**config.mk**
```make
export PLATFORM = sky130hd
export DESIGN_NAME = sample_quantize_pack_flat
export DESIGN_NICKNAME = d
export VERILOG_FILES = /design/src/hdl/sqp_pkg.sv /design/src/hdl/sqp_if.sv /design/src/hdl/sqp_front.sv /design/src/hdl/sqp_scale.sv /design/src/hdl/sqp_pack.sv /design/src/hdl/sample_quantize_pack.sv /design/src/flat_wrapper.sv
export SDC_FILE = /design/constraint.sdc
export NUM_CORES = 2
export LEC_CHECK = 0
export ABC_AREA = 0
export BUFFER_PORTS_ARGS = -buffer_cell sky130_fd_sc_hd__buf_2
export CAP_MARGIN = 20
export CORE_MARGIN = 2
export CORE_UTILIZATION = 25
export CTS_BUF_LIST = sky130_fd_sc_hd__clkbuf_8
export CTS_CLUSTER_DIAMETER = 100
export CTS_CLUSTER_SIZE = 8
export DETAILED_ROUTE_END_ITERATION = 10
export SLEW_MARGIN = 5
export SYNTH_ARGS = -nofsm -noshare
export SYNTH_HDL_FRONTEND = slang
export SYNTH_SLANG_ARGS = --single-unit
```
**constraint.sdc**
```tcl
create_clock -name clk_i -period 15.46 [get_ports clk_i]
set_input_delay 0.773 -clock clk_i [delete_from_list [all_inputs] [get_ports clk_i]]
set_output_delay 0.773 -clock clk_i [all_outputs]
set_load 0.1 [all_outputs]
```
**src/hdl/sqp_pkg.sv**
```systemverilog
`timescale 1ns / 1ps

package sqp_pkg;

  // widths fixed by the field formats
  localparam int unsigned SAMPLE_WIDTH_DEF = 32;
  localparam int unsigned CFG_W            = 32;
  localparam int unsigned CODE_W           = 16;
  localparam int unsigned BYTE_W           = 8;
  localparam int unsigned CNT_W            = 3;
  localparam int unsigned PROD_W           = 64;
  localparam int unsigned MODE_W           = 3;
  localparam int unsigned IDX_W            = 2;

  // output code formats
  typedef enum logic [MODE_W-1:0] {
    MODE_1BIT  = 3'd0,
    MODE_2BIT  = 3'd1,
    MODE_4BIT  = 3'd2,
    MODE_8BIT  = 3'd3,
    MODE_16BIT = 3'd4
  } pack_mode_e;

  // configuration register indexes
  typedef enum logic [IDX_W-1:0] {
    REG_PACK_MODE  = 2'd0,
    REG_RANGE_LOW  = 2'd1,
    REG_RANGE_HIGH = 2'd2,
    REG_SCALE      = 2'd3
  } reg_idx_e;

  // reset values of the configuration registers
  localparam logic [MODE_W-1:0]       PACK_MODE_RST  = MODE_8BIT;
  localparam logic signed [CFG_W-1:0] RANGE_LOW_RST  = 32'sd0;
  localparam logic signed [CFG_W-1:0] RANGE_HIGH_RST = 32'sd65536;
  localparam logic [CFG_W-1:0]        SCALE_RST      = 32'd16711680;

  typedef struct packed {
    logic [MODE_W-1:0]       pack_mode;
    logic signed [CFG_W-1:0] range_low;
    logic signed [CFG_W-1:0] range_high;
    logic [CFG_W-1:0]        scale_factor;
  } sqp_cfg_t;

  // packer status seen by the top level
  typedef struct packed {
    logic [CNT_W-1:0] count;
    logic             eob_flush;
  } sqp_pack_stat_t;

endpackage

```
**src/hdl/sqp_if.sv**
```systemverilog
`timescale 1ns / 1ps

// sample channel
interface sqp_sample_if #(
  parameter int unsigned SAMPLE_WIDTH = sqp_pkg::SAMPLE_WIDTH_DEF
);
  logic                           valid;
  logic                           ready;
  logic signed [SAMPLE_WIDTH-1:0] sample_value;
  logic                           end_of_block;

  modport source (output valid, output sample_value, output end_of_block, input ready);
  modport sink   (input valid, input sample_value, input end_of_block, output ready);
endinterface

// code channel
interface sqp_code_if;
  import sqp_pkg::*;

  logic              valid;
  logic              ready;
  logic [CODE_W-1:0] packed_code;
  logic              block_done;

  modport source (output valid, output packed_code, output block_done, input ready);
  modport sink   (input valid, input packed_code, input block_done, output ready);
endinterface

```
**src/hdl/sqp_front.sv**
```systemverilog
`timescale 1ns / 1ps

module sqp_front #(
  parameter int unsigned SAMPLE_WIDTH = sqp_pkg::SAMPLE_WIDTH_DEF
) (
  input  logic                               clk_i,
  input  logic                               rst_ni,
  input  sqp_pkg::sqp_cfg_t                  cfg_i,
  sqp_sample_if.sink                         sample_ch,
  output logic                               diff_valid_o,
  input  logic                               diff_ready_i,
  output logic [sqp_pkg::CFG_W-1:0]          diff_o,
  output logic                               eob_o
);
  import sqp_pkg::*;

  localparam int unsigned XW = (SAMPLE_WIDTH > CFG_W) ? SAMPLE_WIDTH : CFG_W;

  logic                           in_v_q;
  logic signed [SAMPLE_WIDTH-1:0] smp_q;
  logic                           in_eob_q;
  logic                           diff_v_q;
  logic [CFG_W-1:0]               diff_q;
  logic                           eob_q;
  logic                           stage_ready;

  logic signed [XW-1:0] x_ext;
  logic signed [XW-1:0] hi_ext;
  logic signed [XW-1:0] lo_ext;
  logic signed [XW-1:0] clamped;
  logic signed [XW:0]   diff_full;
  logic                 below;
  logic [CFG_W-1:0]     diff_d;

  assign stage_ready     = !diff_v_q || diff_ready_i;
  assign sample_ch.ready = !in_v_q || stage_ready;

  // input register
  always_ff @(posedge clk_i or negedge rst_ni) begin
    if (!rst_ni) begin
      in_v_q <= 1'b0;
    end else if (sample_ch.ready) begin
      in_v_q <= sample_ch.valid;
    end
  end

  always_ff @(posedge clk_i) begin
    if (sample_ch.valid && sample_ch.ready) begin
      smp_q    <= sample_ch.sample_value;
      in_eob_q <= sample_ch.end_of_block;
    end
  end

  // limit to the upper level, zero below the lower level, offset by it
  always_comb begin
    x_ext     = XW'(smp_q);
    hi_ext    = XW'(cfg_i.range_high);
    lo_ext    = XW'(cfg_i.range_low);
    clamped   = (x_ext > hi_ext) ? hi_ext : x_ext;
    below     = clamped < lo_ext;
    diff_full = (XW+1)'(clamped) - (XW+1)'(lo_ext);
    diff_d    = below ? '0 : diff_full[CFG_W-1:0];
  end

  // offset register
  always_ff @(posedge clk_i or negedge rst_ni) begin
    if (!rst_ni) begin
      diff_v_q <= 1'b0;
    end else if (stage_ready) begin
      diff_v_q <= in_v_q;
    end
  end

  always_ff @(posedge clk_i) begin
    if (in_v_q && stage_ready) begin
      diff_q <= diff_d;
      eob_q  <= in_eob_q;
    end
  end

  assign diff_valid_o = diff_v_q;
  assign diff_o       = diff_q;
  assign eob_o        = eob_q;

endmodule

```
**src/hdl/sqp_scale.sv**
```systemverilog
`timescale 1ns / 1ps

module sqp_scale (
  input  logic                        clk_i,
  input  logic                        rst_ni,
  input  logic [sqp_pkg::CFG_W-1:0]   scale_i,
  input  logic                        diff_valid_i,
  output logic                        diff_ready_o,
  input  logic [sqp_pkg::CFG_W-1:0]   diff_i,
  input  logic                        eob_i,
  output logic                        prod_valid_o,
  input  logic                        prod_ready_i,
  output logic [sqp_pkg::PROD_W-1:0]  prod_o,
  output logic                        eob_o
);
  import sqp_pkg::*;

  logic              prod_v_q;
  logic [PROD_W-1:0] prod_q;
  logic              eob_q;

  assign diff_ready_o = !prod_v_q || prod_ready_i;

  // Q32.32 product register
  always_ff @(posedge clk_i or negedge rst_ni) begin
    if (!rst_ni) begin
      prod_v_q <= 1'b0;
    end else if (diff_ready_o) begin
      prod_v_q <= diff_valid_i;
    end
  end

  always_ff @(posedge clk_i) begin
    if (diff_valid_i && diff_ready_o) begin
      prod_q <= PROD_W'(diff_i) * PROD_W'(scale_i);
      eob_q  <= eob_i;
    end
  end

  assign prod_valid_o = prod_v_q;
  assign prod_o       = prod_q;
  assign eob_o        = eob_q;

endmodule

```
**src/hdl/sqp_pack.sv**
```systemverilog
`timescale 1ns / 1ps

module sqp_pack (
  input  logic                         clk_i,
  input  logic                         rst_ni,
  input  logic [sqp_pkg::MODE_W-1:0]   mode_i,
  input  logic                         clear_i,
  input  logic                         prod_valid_i,
  output logic                         prod_ready_o,
  input  logic [sqp_pkg::PROD_W-1:0]   prod_i,
  input  logic                         eob_i,
  sqp_code_if.source                   code_ch,
  output sqp_pkg::sqp_pack_stat_t      stat_o
);
  import sqp_pkg::*;

  localparam logic [CFG_W-1:0] RND_HALF = CFG_W'(1) << (CFG_W - 1);

  logic              out_v_q;
  logic [CODE_W-1:0] out_code_q;
  logic              out_eob_q;
  logic [BYTE_W-1:0] acc_q;
  logic [CNT_W-1:0]  cnt_q;

  logic [CFG_W-1:0]  q_int;
  logic [CFG_W-1:0]  q_rem;
  logic              rnd_up;
  logic [CFG_W:0]    q_rnd;
  logic [CODE_W-1:0] cmax;
  logic [CODE_W-1:0] code;
  logic [BYTE_W-1:0] term;
  logic [BYTE_W-1:0] acc_new;
  logic [CNT_W:0]    group;
  logic              packing;
  logic              last;
  logic              emit;
  logic              consume;

  assign prod_ready_o = !out_v_q || code_ch.ready;
  assign consume      = prod_valid_i && prod_ready_o;

  // round half to even, saturate at the mode's largest code
  always_comb begin
    q_int  = prod_i[PROD_W-1:CFG_W];
    q_rem  = prod_i[CFG_W-1:0];
    rnd_up = (q_rem > RND_HALF) || ((q_rem == RND_HALF) && q_int[0]);
    q_rnd  = {1'b0, q_int} + (CFG_W+1)'(rnd_up);
    case (mode_i)
      MODE_1BIT, MODE_4BIT: cmax = CODE_W'(16'h000F);
      MODE_2BIT:            cmax = CODE_W'(16'h0003);
      MODE_8BIT:            cmax = CODE_W'(16'h00FF);
      default:              cmax = CODE_W'(16'hFFFF);
    endcase
    code = (q_rnd > (CFG_W+1)'(cmax)) ? cmax : q_rnd[CODE_W-1:0];
  end

  // place the code in the byte being built
  always_comb begin
    packing = 1'b1;
    term    = '0;
    group   = (CNT_W+1)'(1);
    case (mode_i)
      MODE_1BIT: begin
        term  = BYTE_W'(code != '0) << cnt_q;
        group = (CNT_W+1)'(8);
      end
      MODE_2BIT: begin
        term  = BYTE_W'(code[1:0]) << {cnt_q[1:0], 1'b0};
        group = (CNT_W+1)'(4);
      end
      MODE_4BIT: begin
        term  = BYTE_W'(code[3:0]) << {cnt_q[0], 2'b00};
        group = (CNT_W+1)'(2);
      end
      default: begin
        packing = 1'b0;
      end
    endcase
    acc_new = acc_q | term;
    last    = ({1'b0, cnt_q} + (CNT_W+1)'(1)) >= group;
    emit    = !packing || last;
  end

  // packer state
  always_ff @(posedge clk_i or negedge rst_ni) begin
    if (!rst_ni) begin
      acc_q <= '0;
      cnt_q <= '0;
    end else if (clear_i) begin
      acc_q <= '0;
      cnt_q <= '0;
    end else if (consume) begin
      if (emit || eob_i) begin
        acc_q <= '0;
        cnt_q <= '0;
      end else begin
        acc_q <= acc_new;
        cnt_q <= cnt_q + CNT_W'(1);
      end
    end
  end

  // output register
  always_ff @(posedge clk_i or negedge rst_ni) begin
    if (!rst_ni) begin
      out_v_q <= 1'b0;
    end else if (consume && emit) begin
      out_v_q <= 1'b1;
    end else if (code_ch.ready) begin
      out_v_q <= 1'b0;
    end
  end

  always_ff @(posedge clk_i) begin
    if (consume && emit) begin
      out_code_q <= packing ? CODE_W'(acc_new) : code;
      out_eob_q  <= eob_i;
    end
  end

  assign code_ch.valid       = out_v_q;
  assign code_ch.packed_code = out_code_q;
  assign code_ch.block_done  = out_eob_q;

  assign stat_o.count     = cnt_q;
  assign stat_o.eob_flush = consume && eob_i;

endmodule

```
**src/hdl/sample_quantize_pack.sv**
```systemverilog
// Linear quantizer with bit packing. Signed Q16.16 samples are limited to
// range_high, give code 0 below range_low, and otherwise have range_low
// subtracted and are multiplied by the unsigned Q16.16 scale_factor; the
// product is rounded half to even and saturated at the mode's largest code.
// 8-bit and 16-bit modes give one item per sample; 2-bit and 4-bit modes pack
// four or two codes per byte, first code in the low bits; 1-bit mode packs
// eight "code above zero" flags per byte, first in bit 0. A partial byte at
// the end of a block is dropped. One sample is taken every clock while the
// code channel does not stall; a result passes through the input register,
// offset register, the 32x32 multiplier register and output register.
// Backpressure on the code channel stalls only the stages that are full.
`timescale 1ns / 1ps

module sample_quantize_pack #(
  parameter int unsigned SAMPLE_WIDTH = sqp_pkg::SAMPLE_WIDTH_DEF
) (
  input  logic                        clk_i,
  input  logic                        rst_ni,
  input  logic                        cfg_we_i,
  input  logic [sqp_pkg::IDX_W-1:0]   cfg_idx_i,
  input  logic [sqp_pkg::CFG_W-1:0]   cfg_data_i,
  sqp_sample_if.sink                  sample_ch,
  sqp_code_if.source                  code_ch
);
  import sqp_pkg::*;

  sqp_cfg_t         cfg_q;
  logic             pack_clear;
  logic             diff_valid;
  logic             diff_ready;
  logic [CFG_W-1:0] diff;
  logic             diff_eob;
  logic             prod_valid;
  logic             prod_ready;
  logic [PROD_W-1:0] prod;
  logic             prod_eob;
  sqp_pack_stat_t   pack_stat;

  // configuration registers
  always_ff @(posedge clk_i or negedge rst_ni) begin
    if (!rst_ni) begin
      cfg_q.pack_mode    <= PACK_MODE_RST;
      cfg_q.range_low    <= RANGE_LOW_RST;
      cfg_q.range_high   <= RANGE_HIGH_RST;
      cfg_q.scale_factor <= SCALE_RST;
    end else if (cfg_we_i) begin
      case (cfg_idx_i)
        REG_PACK_MODE:  cfg_q.pack_mode    <= cfg_data_i[MODE_W-1:0];
        REG_RANGE_LOW:  cfg_q.range_low    <= cfg_data_i;
        REG_RANGE_HIGH: cfg_q.range_high   <= cfg_data_i;
        REG_SCALE:      cfg_q.scale_factor <= cfg_data_i;
        default: begin
        end
      endcase
    end
  end

  // a mode change empties the packer
  assign pack_clear = cfg_we_i && (cfg_idx_i == REG_PACK_MODE);

  sqp_front #(
    .SAMPLE_WIDTH(SAMPLE_WIDTH)
  ) u_front (
    .clk_i        (clk_i),
    .rst_ni       (rst_ni),
    .cfg_i        (cfg_q),
    .sample_ch    (sample_ch),
    .diff_valid_o (diff_valid),
    .diff_ready_i (diff_ready),
    .diff_o       (diff),
    .eob_o        (diff_eob)
  );

  sqp_scale u_scale (
    .clk_i        (clk_i),
    .rst_ni       (rst_ni),
    .scale_i      (cfg_q.scale_factor),
    .diff_valid_i (diff_valid),
    .diff_ready_o (diff_ready),
    .diff_i       (diff),
    .eob_i        (diff_eob),
    .prod_valid_o (prod_valid),
    .prod_ready_i (prod_ready),
    .prod_o       (prod),
    .eob_o        (prod_eob)
  );

  sqp_pack u_pack (
    .clk_i        (clk_i),
    .rst_ni       (rst_ni),
    .mode_i       (cfg_q.pack_mode),
    .clear_i      (pack_clear),
    .prod_valid_i (prod_valid),
    .prod_ready_o (prod_ready),
    .prod_i       (prod),
    .eob_i        (prod_eob),
    .code_ch      (code_ch),
    .stat_o       (pack_stat)
  );

  // packer only holds codes in the packed modes
  a_count_mode: assert property (@(posedge clk_i) disable iff (!rst_ni)
    (pack_stat.count != '0) |->
      (cfg_q.pack_mode == MODE_1BIT || cfg_q.pack_mode == MODE_2BIT ||
       cfg_q.pack_mode == MODE_4BIT))
    else $error("packer holds codes outside a packed mode");

  // fill count stays below the group size
  a_count_bound: assert property (@(posedge clk_i) disable iff (!rst_ni)
    !((cfg_q.pack_mode == MODE_4BIT) && (pack_stat.count > CNT_W'(1))) &&
    !((cfg_q.pack_mode == MODE_2BIT) && (pack_stat.count > CNT_W'(3))))
    else $error("packer count beyond group size");

  // end of block leaves the packer empty
  a_eob_flush: assert property (@(posedge clk_i) disable iff (!rst_ni)
    pack_stat.eob_flush |=> (pack_stat.count == '0))
    else $error("packer not cleared at end of block");

endmodule
```
**src/flat_wrapper.sv**
```systemverilog
// flat-port wrapper written by rule: the top's interface ports become plain ports
module sample_quantize_pack_flat import sqp_pkg::*;
#(
  parameter int unsigned SAMPLE_WIDTH = sqp_pkg::SAMPLE_WIDTH_DEF
)
  (clk_i, rst_ni, cfg_we_i, cfg_idx_i, cfg_data_i, sample_ch_valid, sample_ch_sample_value, sample_ch_end_of_block, sample_ch_ready, code_ch_valid, code_ch_packed_code, code_ch_block_done, code_ch_ready);
  sqp_sample_if #(.SAMPLE_WIDTH(SAMPLE_WIDTH)) sample_ch_i ();
  sqp_code_if code_ch_i ();
  input  logic clk_i;
  input  logic rst_ni;
  input  logic cfg_we_i;
  input  logic [sqp_pkg::IDX_W-1:0] cfg_idx_i;
  input  logic [sqp_pkg::CFG_W-1:0] cfg_data_i;
  input wire logic [$bits(sample_ch_i.valid)-1:0] sample_ch_valid;
  input wire logic [$bits(sample_ch_i.sample_value)-1:0] sample_ch_sample_value;
  input wire logic [$bits(sample_ch_i.end_of_block)-1:0] sample_ch_end_of_block;
  output wire logic [$bits(sample_ch_i.ready)-1:0] sample_ch_ready;
  output wire logic [$bits(code_ch_i.valid)-1:0] code_ch_valid;
  output wire logic [$bits(code_ch_i.packed_code)-1:0] code_ch_packed_code;
  output wire logic [$bits(code_ch_i.block_done)-1:0] code_ch_block_done;
  input wire logic [$bits(code_ch_i.ready)-1:0] code_ch_ready;
  assign sample_ch_i.valid = sample_ch_valid;
  assign sample_ch_i.sample_value = sample_ch_sample_value;
  assign sample_ch_i.end_of_block = sample_ch_end_of_block;
  assign sample_ch_ready = sample_ch_i.ready;
  assign code_ch_valid = code_ch_i.valid;
  assign code_ch_packed_code = code_ch_i.packed_code;
  assign code_ch_block_done = code_ch_i.block_done;
  assign code_ch_i.ready = code_ch_ready;
  sample_quantize_pack #(.SAMPLE_WIDTH(SAMPLE_WIDTH)) u_core (.clk_i(clk_i), .rst_ni(rst_ni), .cfg_we_i(cfg_we_i), .cfg_idx_i(cfg_idx_i), .cfg_data_i(cfg_data_i), .sample_ch(sample_ch_i), .code_ch(code_ch_i));
endmodule
```
Yosys cells after proc, flatten, opt, wreduce, memory -nomap -nowiden
Index checks and enable logic that the tools add are counted.
{"block": "classes", "n_eq_ne": 7, "bitwise_logic": 1, "n_mux": 15, "shift": 3, "multipliers": 1, "order_cmp": 5, "reduce_logical": 30, "div": 0, "n_addsub": 4}
{"operator": "32-bit by 32-bit multiplier with 64-bit output", "count": 1}
{"operator": "16-bit case mux with 3 select lines", "count": 1}
{"operator": "32-bit by 1-bit adder with 33-bit output", "count": 1}
{"operator": "33-bit by 16-bit > comparator with 1-bit output", "count": 1}
{"operator": "32-bit == test (second input constant)", "count": 1}
{"operator": "32-bit > comparator", "count": 1}
{"operator": "32-bit > comparator (second input constant)", "count": 1}
{"operator": "32-bit < comparator", "count": 1}
{"operator": "32-bit two-way mux", "count": 1}
{"operator": "8-bit two-way mux", "count": 4}
{"operator": "32-bit subtractor", "count": 1}
{"operator": "8-bit case mux with 3 select lines", "count": 1}
{"operator": "16-bit two-way mux", "count": 1}
{"operator": "16-bit nonzero test", "count": 1}
{"operator": "4-bit case mux with 3 select lines", "count": 1}
{"operator": "3-bit two-way mux", "count": 3}
{"operator": "8-bit bitwise OR", "count": 1}
{"operator": "2-bit AND reduction", "count": 4}
{"operator": "1-bit by 3-bit left shift with 8-bit output", "count": 1}
{"operator": "2-bit by 3-bit left shift with 8-bit output", "count": 1}
{"operator": "4-bit by 3-bit left shift with 8-bit output", "count": 1}
{"operator": "1-bit logical AND", "count": 7}
{"operator": "1-bit logical OR", "count": 7}
{"operator": "3-bit by 2-bit == test with 1-bit output (second input constant)", "count": 2}
{"operator": "other kinds (13)", "count": 21}
{"block": "totals", "n_memories": 0, "reg_bits": 262, "ram_bits": 0, "latch_bits": 0, "rom_bits": 0, "input_bits": 72, "output_inout_bits": 19, "wordCells": 85}

Logic depth before layout (Yosys ltp)
{"block": "logic_depth", "ltp_word": 13, "depth_mapped": 29, "depth_no_buf": 28}

Modules after synthesis
From an unflattened synthesis, not the netlist that was laid out.
{"block": "unflattened", "cells_unflattened": 4848, "hier_area_um2": 47420.5}
{"mod": "sqp_scale", "area_each_um2": 35424.0, "cells_per_inst": 3789, "instances": 1, "seq_area_each_um2": 1976.9}
{"mod": "sqp_front", "area_each_um2": 5227.5, "cells_per_inst": 511, "instances": 1, "seq_area_each_um2": 2031.9}
{"mod": "sample_quantize_pack", "area_each_um2": 4023.9, "cells_per_inst": 211, "instances": 1, "seq_area_each_um2": 2491.1}
{"mod": "sqp_pack", "area_each_um2": 2745.1, "cells_per_inst": 337, "instances": 1, "seq_area_each_um2": 810.8}

Worst setup path before layout
Ideal clock, no wire load.
{"block": "synth_path", "kind": "register -> register", "start": "register u_core.u_front.diff_q[17], in the netlist u_core.u_front.diff_o[17]", "end": "register u_core.u_scale.prod_q[61], in the netlist u_core.u_scale.prod_o[61], data pin", "stages_incl_launch_ff": 26, "setup_time_ns": 0.260, "arrival_ns": 7.231, "required_ns": 15.200, "path_buffers": 2, "synth_period_minus_slack_ns": 7.491, "path_slack_ns": 7.969, "path_cell_list": "edfxtp_1 > clkbuf_1 > and2_1 > fa_1 > fa_1 > fa_1 > inv_1 > fa_1 > inv_1 > fa_1 > fa_1 > fa_1 > inv_1 > fa_1 > inv_1 > ha_1 > buf_2 > nand4_1 > or4_1 > nor4_1 > o31ai_1 > o31a_1 > o21ai_1 > a211o_1 > a31o_2 > xor2_1"}
{"block": "synth_between", "elab_chain_len": 1}
{"item": "from (decl)", "line": "sqp_front.sv:23", "source": "logic [CFG_W-1:0] diff_q;"}
{"item": "from (signal assigned)", "line": "sqp_front.sv:76", "source": "diff_q <= diff_d;"}
{"item": "32-bit by 32-bit multiplier with 64-bit output", "line": "sqp_scale.sv:35", "source": "prod_q <= PROD_W'(diff_i) * PROD_W'(scale_i);"}
{"item": "to (signal assigned)", "line": "sqp_scale.sv:35"}
{"item": "to (decl)", "line": "sqp_scale.sv:19", "source": "logic [PROD_W-1:0] prod_q;"}
No other way between the ends.
A chain may end at the register's enable or synchronous reset.

Final worst setup path
{"block": "layout_path", "start": "register u_core.cfg_q[3] (netlist name)", "end": "register u_core.u_scale.prod_q[61], in the netlist u_core.u_scale.prod_o[61], data pin"}
{"block": "layout_between", "elab_chain_len": 1}
{"item": "from (decl)", "line": "sample_quantize_pack.sv:27", "source": "sqp_cfg_t cfg_q;"}
{"item": "32-bit by 32-bit multiplier with 64-bit output", "line": "sqp_scale.sv:35"}
No other way between the ends.

==> metrics.yaml <==
maxSlewViolCount: 0
yosys.area.top_type: "fa_1"
cts_tree: "yes"
setup_tns_ns: 0
synth_area_leaders: "fa_1 (39%), edfxtp_1 (9.6%), ha_1 (9.4%)"
clockBufferDepth: 3
htree_levels: 2
dp_hpwl_um: 98500
rows: 158
slowest_stage: "o31ai_1"
dieHeight_um: 435
grt_max_degree: 69
detail-route-antenna-nets: 0
wl_um: 130000
post-route-drc-count: 0
avgSynthCellArea_um2: 9.66
relSlewSlack_pct: 27.4
clock_sinks: 262
die_x_um: 435
outcome: "complete, no violations"
drv_cap: 0
synth_top_area_share_pct: 38.7
crit_path_max_fanout: 23
clk_latency_ns: 0.70
synth_xor_area_share_pct: 2.02
areaGrowthSynthToFinish_pct: 8.84
synth-async-reset-ratio_pct: 43.5
synth_mux_area_share_pct: 3.25
nFillCells: 19500
grt_antenna_before_repair: 10
period_minus_slack_ns: 8.84
core_area_um2: 185000
crit_type: "flip-flop to flip-flop"
hold_violations: 0
cp-start-kind: "flip-flop"
period_share_pct: 57.2
drt_iter0_drc: 2398
ys_ff_latch: 262
io_pins: 91
path_delay_family: "adder cells"
synthAdderAreaFrac_pct: 48.1
wl_per_cell_um: 17.9
fin_area_um2: 50400
synth_compound_area_share_pct: 5.29
synth_edf_count: 148
ys_warn_count: 0
die_area_um2: 189000
ys_types: 76
synthSimpleGateAreaFrac_pct: 15.6
clockRootBuffer: "clkbuf_8"
hold_buffers: 0
ys_seq_area_share_pct: 15.8
grt_use_total_pct: 14.0
synthFlopType: "edfxtp_1"
grt_pass1_vias: 35500
end_kind: "flip-flop"
cts_setup_buffers: 0
tightest_slew_ns: 1.09
path_common_cell: "fa_1"
gp_congestion: 0.911
max_clock_freq_mhz: 113
syn_area_um2: 46300
synth_top_family_by_area: "adder cells"
syn_inst: 4797
fin_util_pct: 27.3
port_buffers: 90
timing.critical_path.buf_inv: 3
vias: 33100
numCtsBuffers: 41
fin_worst_skew_ns: 0.0812
max_stage_delay_ns: 0.80
start_util_pct: 25.1
min_path_type: "input port to async pin"
path_clk_slew_ns: 0.08
post_dp_cell_area_um2: 49600
drive_above_1_share_pct: 8.02
syn_nets: 6114
firstDrtPassIters: 6
setup_viol: 0
arrival_ns: 9.28
path_cells: "buf_16, and2_1, fa_1, inv_1, fa_1, fa_1, fa_1, inv_1, fa_1, fa_1, fa_1, fa_1, ha_1, nand2_1, or4_1, o31ai_1, o31ai_1, o31a_1, o21ai_1, a211o_1, a31o_2, xor2_1"
cts_resized: 0
rsz0062_at_grt: "no"
crit_required_ns: 15.90
nets: 6083
gr-total-overflow: 0
via_per_inst: 4.54
grt_pass1_wl_um: 206000
layout make-up:
class	instances	area, µm²	area share, %
Sequential cell	262	7310	14.5
Timing Repair Buffer	161	1050	2.08
Inverter	986	3700	7.34
Clock buffer	41	564	1.12
Tap cell	2480	3100	6.15
Multi-Input combinational cell	3314	34500	68.3
Antenna cell	4	10.0	0.0198
Clock inverter	35	241	0.479
cell usage after synthesis (4+ instances only):
cell	n
a211o_1	6
a211oi_1	18
a21boi_0	4
a21o_1	45
a21oi_1	132
a22oi_1	8
a31oi_1	13
and2_1	513
and3_1	15
and4_1	4
buf_1	5
clkbuf_1	227
dfrtp_1	103
dfstp_2	11
edfxtp_1	148
fa_1	897
ha_1	348
inv_1	986
mux2_2	131
nand2_1	609
nand2b_1	19
nand3_1	43
nand4_1	39
nor2_1	101
nor2b_1	18
nor3_1	23
nor3b_1	4
nor4_1	16
o211ai_1	8
o21a_1	13
o21ai_0	74
o21ai_1	5
o21bai_1	13
o22ai_1	5
o31a_1	5
o31ai_1	8
or2_2	6
or3_1	6
xnor2_1	65
xor2_1	42
kinds of logic after synthesis:
logic type / count (synthesis)
compound gates: 389
xor+xnor: 107
fa+ha+maj: 1245
buf+inv: 1221
flops: 262
mux: 134
simple gates: 1439
worst reg2reg max path, delay by kind of cell, from the launching register on:
kind / cells / cell delay, ns
adders and majority gates: 9 / 4.47
buffers and inverters: 3 / 0.39
AOI/OAI and AO/OA: 6 / 2.08
xor gates and xnor gates: 1 / 0.05
and+or+nand+nor: 3 / 1.03
DFF: 1 / 0.60
sequential cells by signal (all words and copies together), names as in the netlist, 3 cells and up:
register,cells
u_core.cfg_q,99
u_core.u_pack.acc_q,8
u_core.u_pack.code_ch.packed_code,16
u_core.u_scale.prod_o,64
u_core.u_pack.cnt_q,3
u_core.u_front.diff_o,32
u_core.u_front.smp_q,32
metal layers:
layer	up-vias	part of all wire (%)	global-route usage, %
li1	14600	-	-
met1	17000	43	18.9
met2	1243	45	22.1
met3	262	7.5	2.61
met4	2	4.1	5.43
met5	-	0.010	0
layout by cell type (no fill, tap or decap), types with 16 or more instances in the layout:
cell type	netlist	layout
and2_1	513	510
clkbuf_8	0	41
nor2b_1	18	18
xor2_1	42	42
inv_1	986	1013
buf_2	2	89
nor4_1	16	16
ha_1	348	348
edfxtp_1	148	148
o21ai_0	74	73
nor2_1	101	101
a211oi_1	18	18
nor3_1	23	23
mux2_2	131	131
dfrtp_1	103	100
nand2_1	609	609
fa_1	897	897
xnor2_1	65	65
buf_4	0	68
nand2b_1	19	19
nand4_1	39	39
a21o_1	45	45
nand3_1	43	42
a21oi_1	132	132
per-stage QoR:
| stage | cells | worst slack, ns | hold WS (ns) |
|---|---|---|---|
| after CTS | 7278 | 6.46 | 0.0259 |
| after floorplan | 4797 | 7.97 | 0.400 |
| after detailed placement | 7202 | 6.45 | 0.421 |
| after global routing | 7282 | 6.41 | 0.0754 |
| after global placement | 7200 | 6.48 | 0.411 |
| final | 7283 | 6.62 | 0.0615 |
path summary, 6_finish.rpt:
path | slack [ns] | cells past startpoint | endpoint | startpoint
min in group clk_i | 0.25 | 1 | u_core.u_front.in_eob_q | sample_ch_end_of_block
max in group asynchronous | 13.97 | 2 | u_core.cfg_q[0] | rst_ni
max reg2reg | 6.62 | 22 | u_core.u_scale.prod_o[61] | u_core.cfg_q[3]
min reg2reg | 0.42 | 0 | u_core.u_scale.eob_o | u_core.u_front.eob_o
min | 0.06 | 1 | u_core.u_scale.prod_valid_o | rst_ni
max | 6.62 | 22 | u_core.u_scale.prod_o[61] | u_core.cfg_q[3]
Power is not shown: default switching activity piles up to over one toggle a cycle in this logic, so the estimate is an artifact.
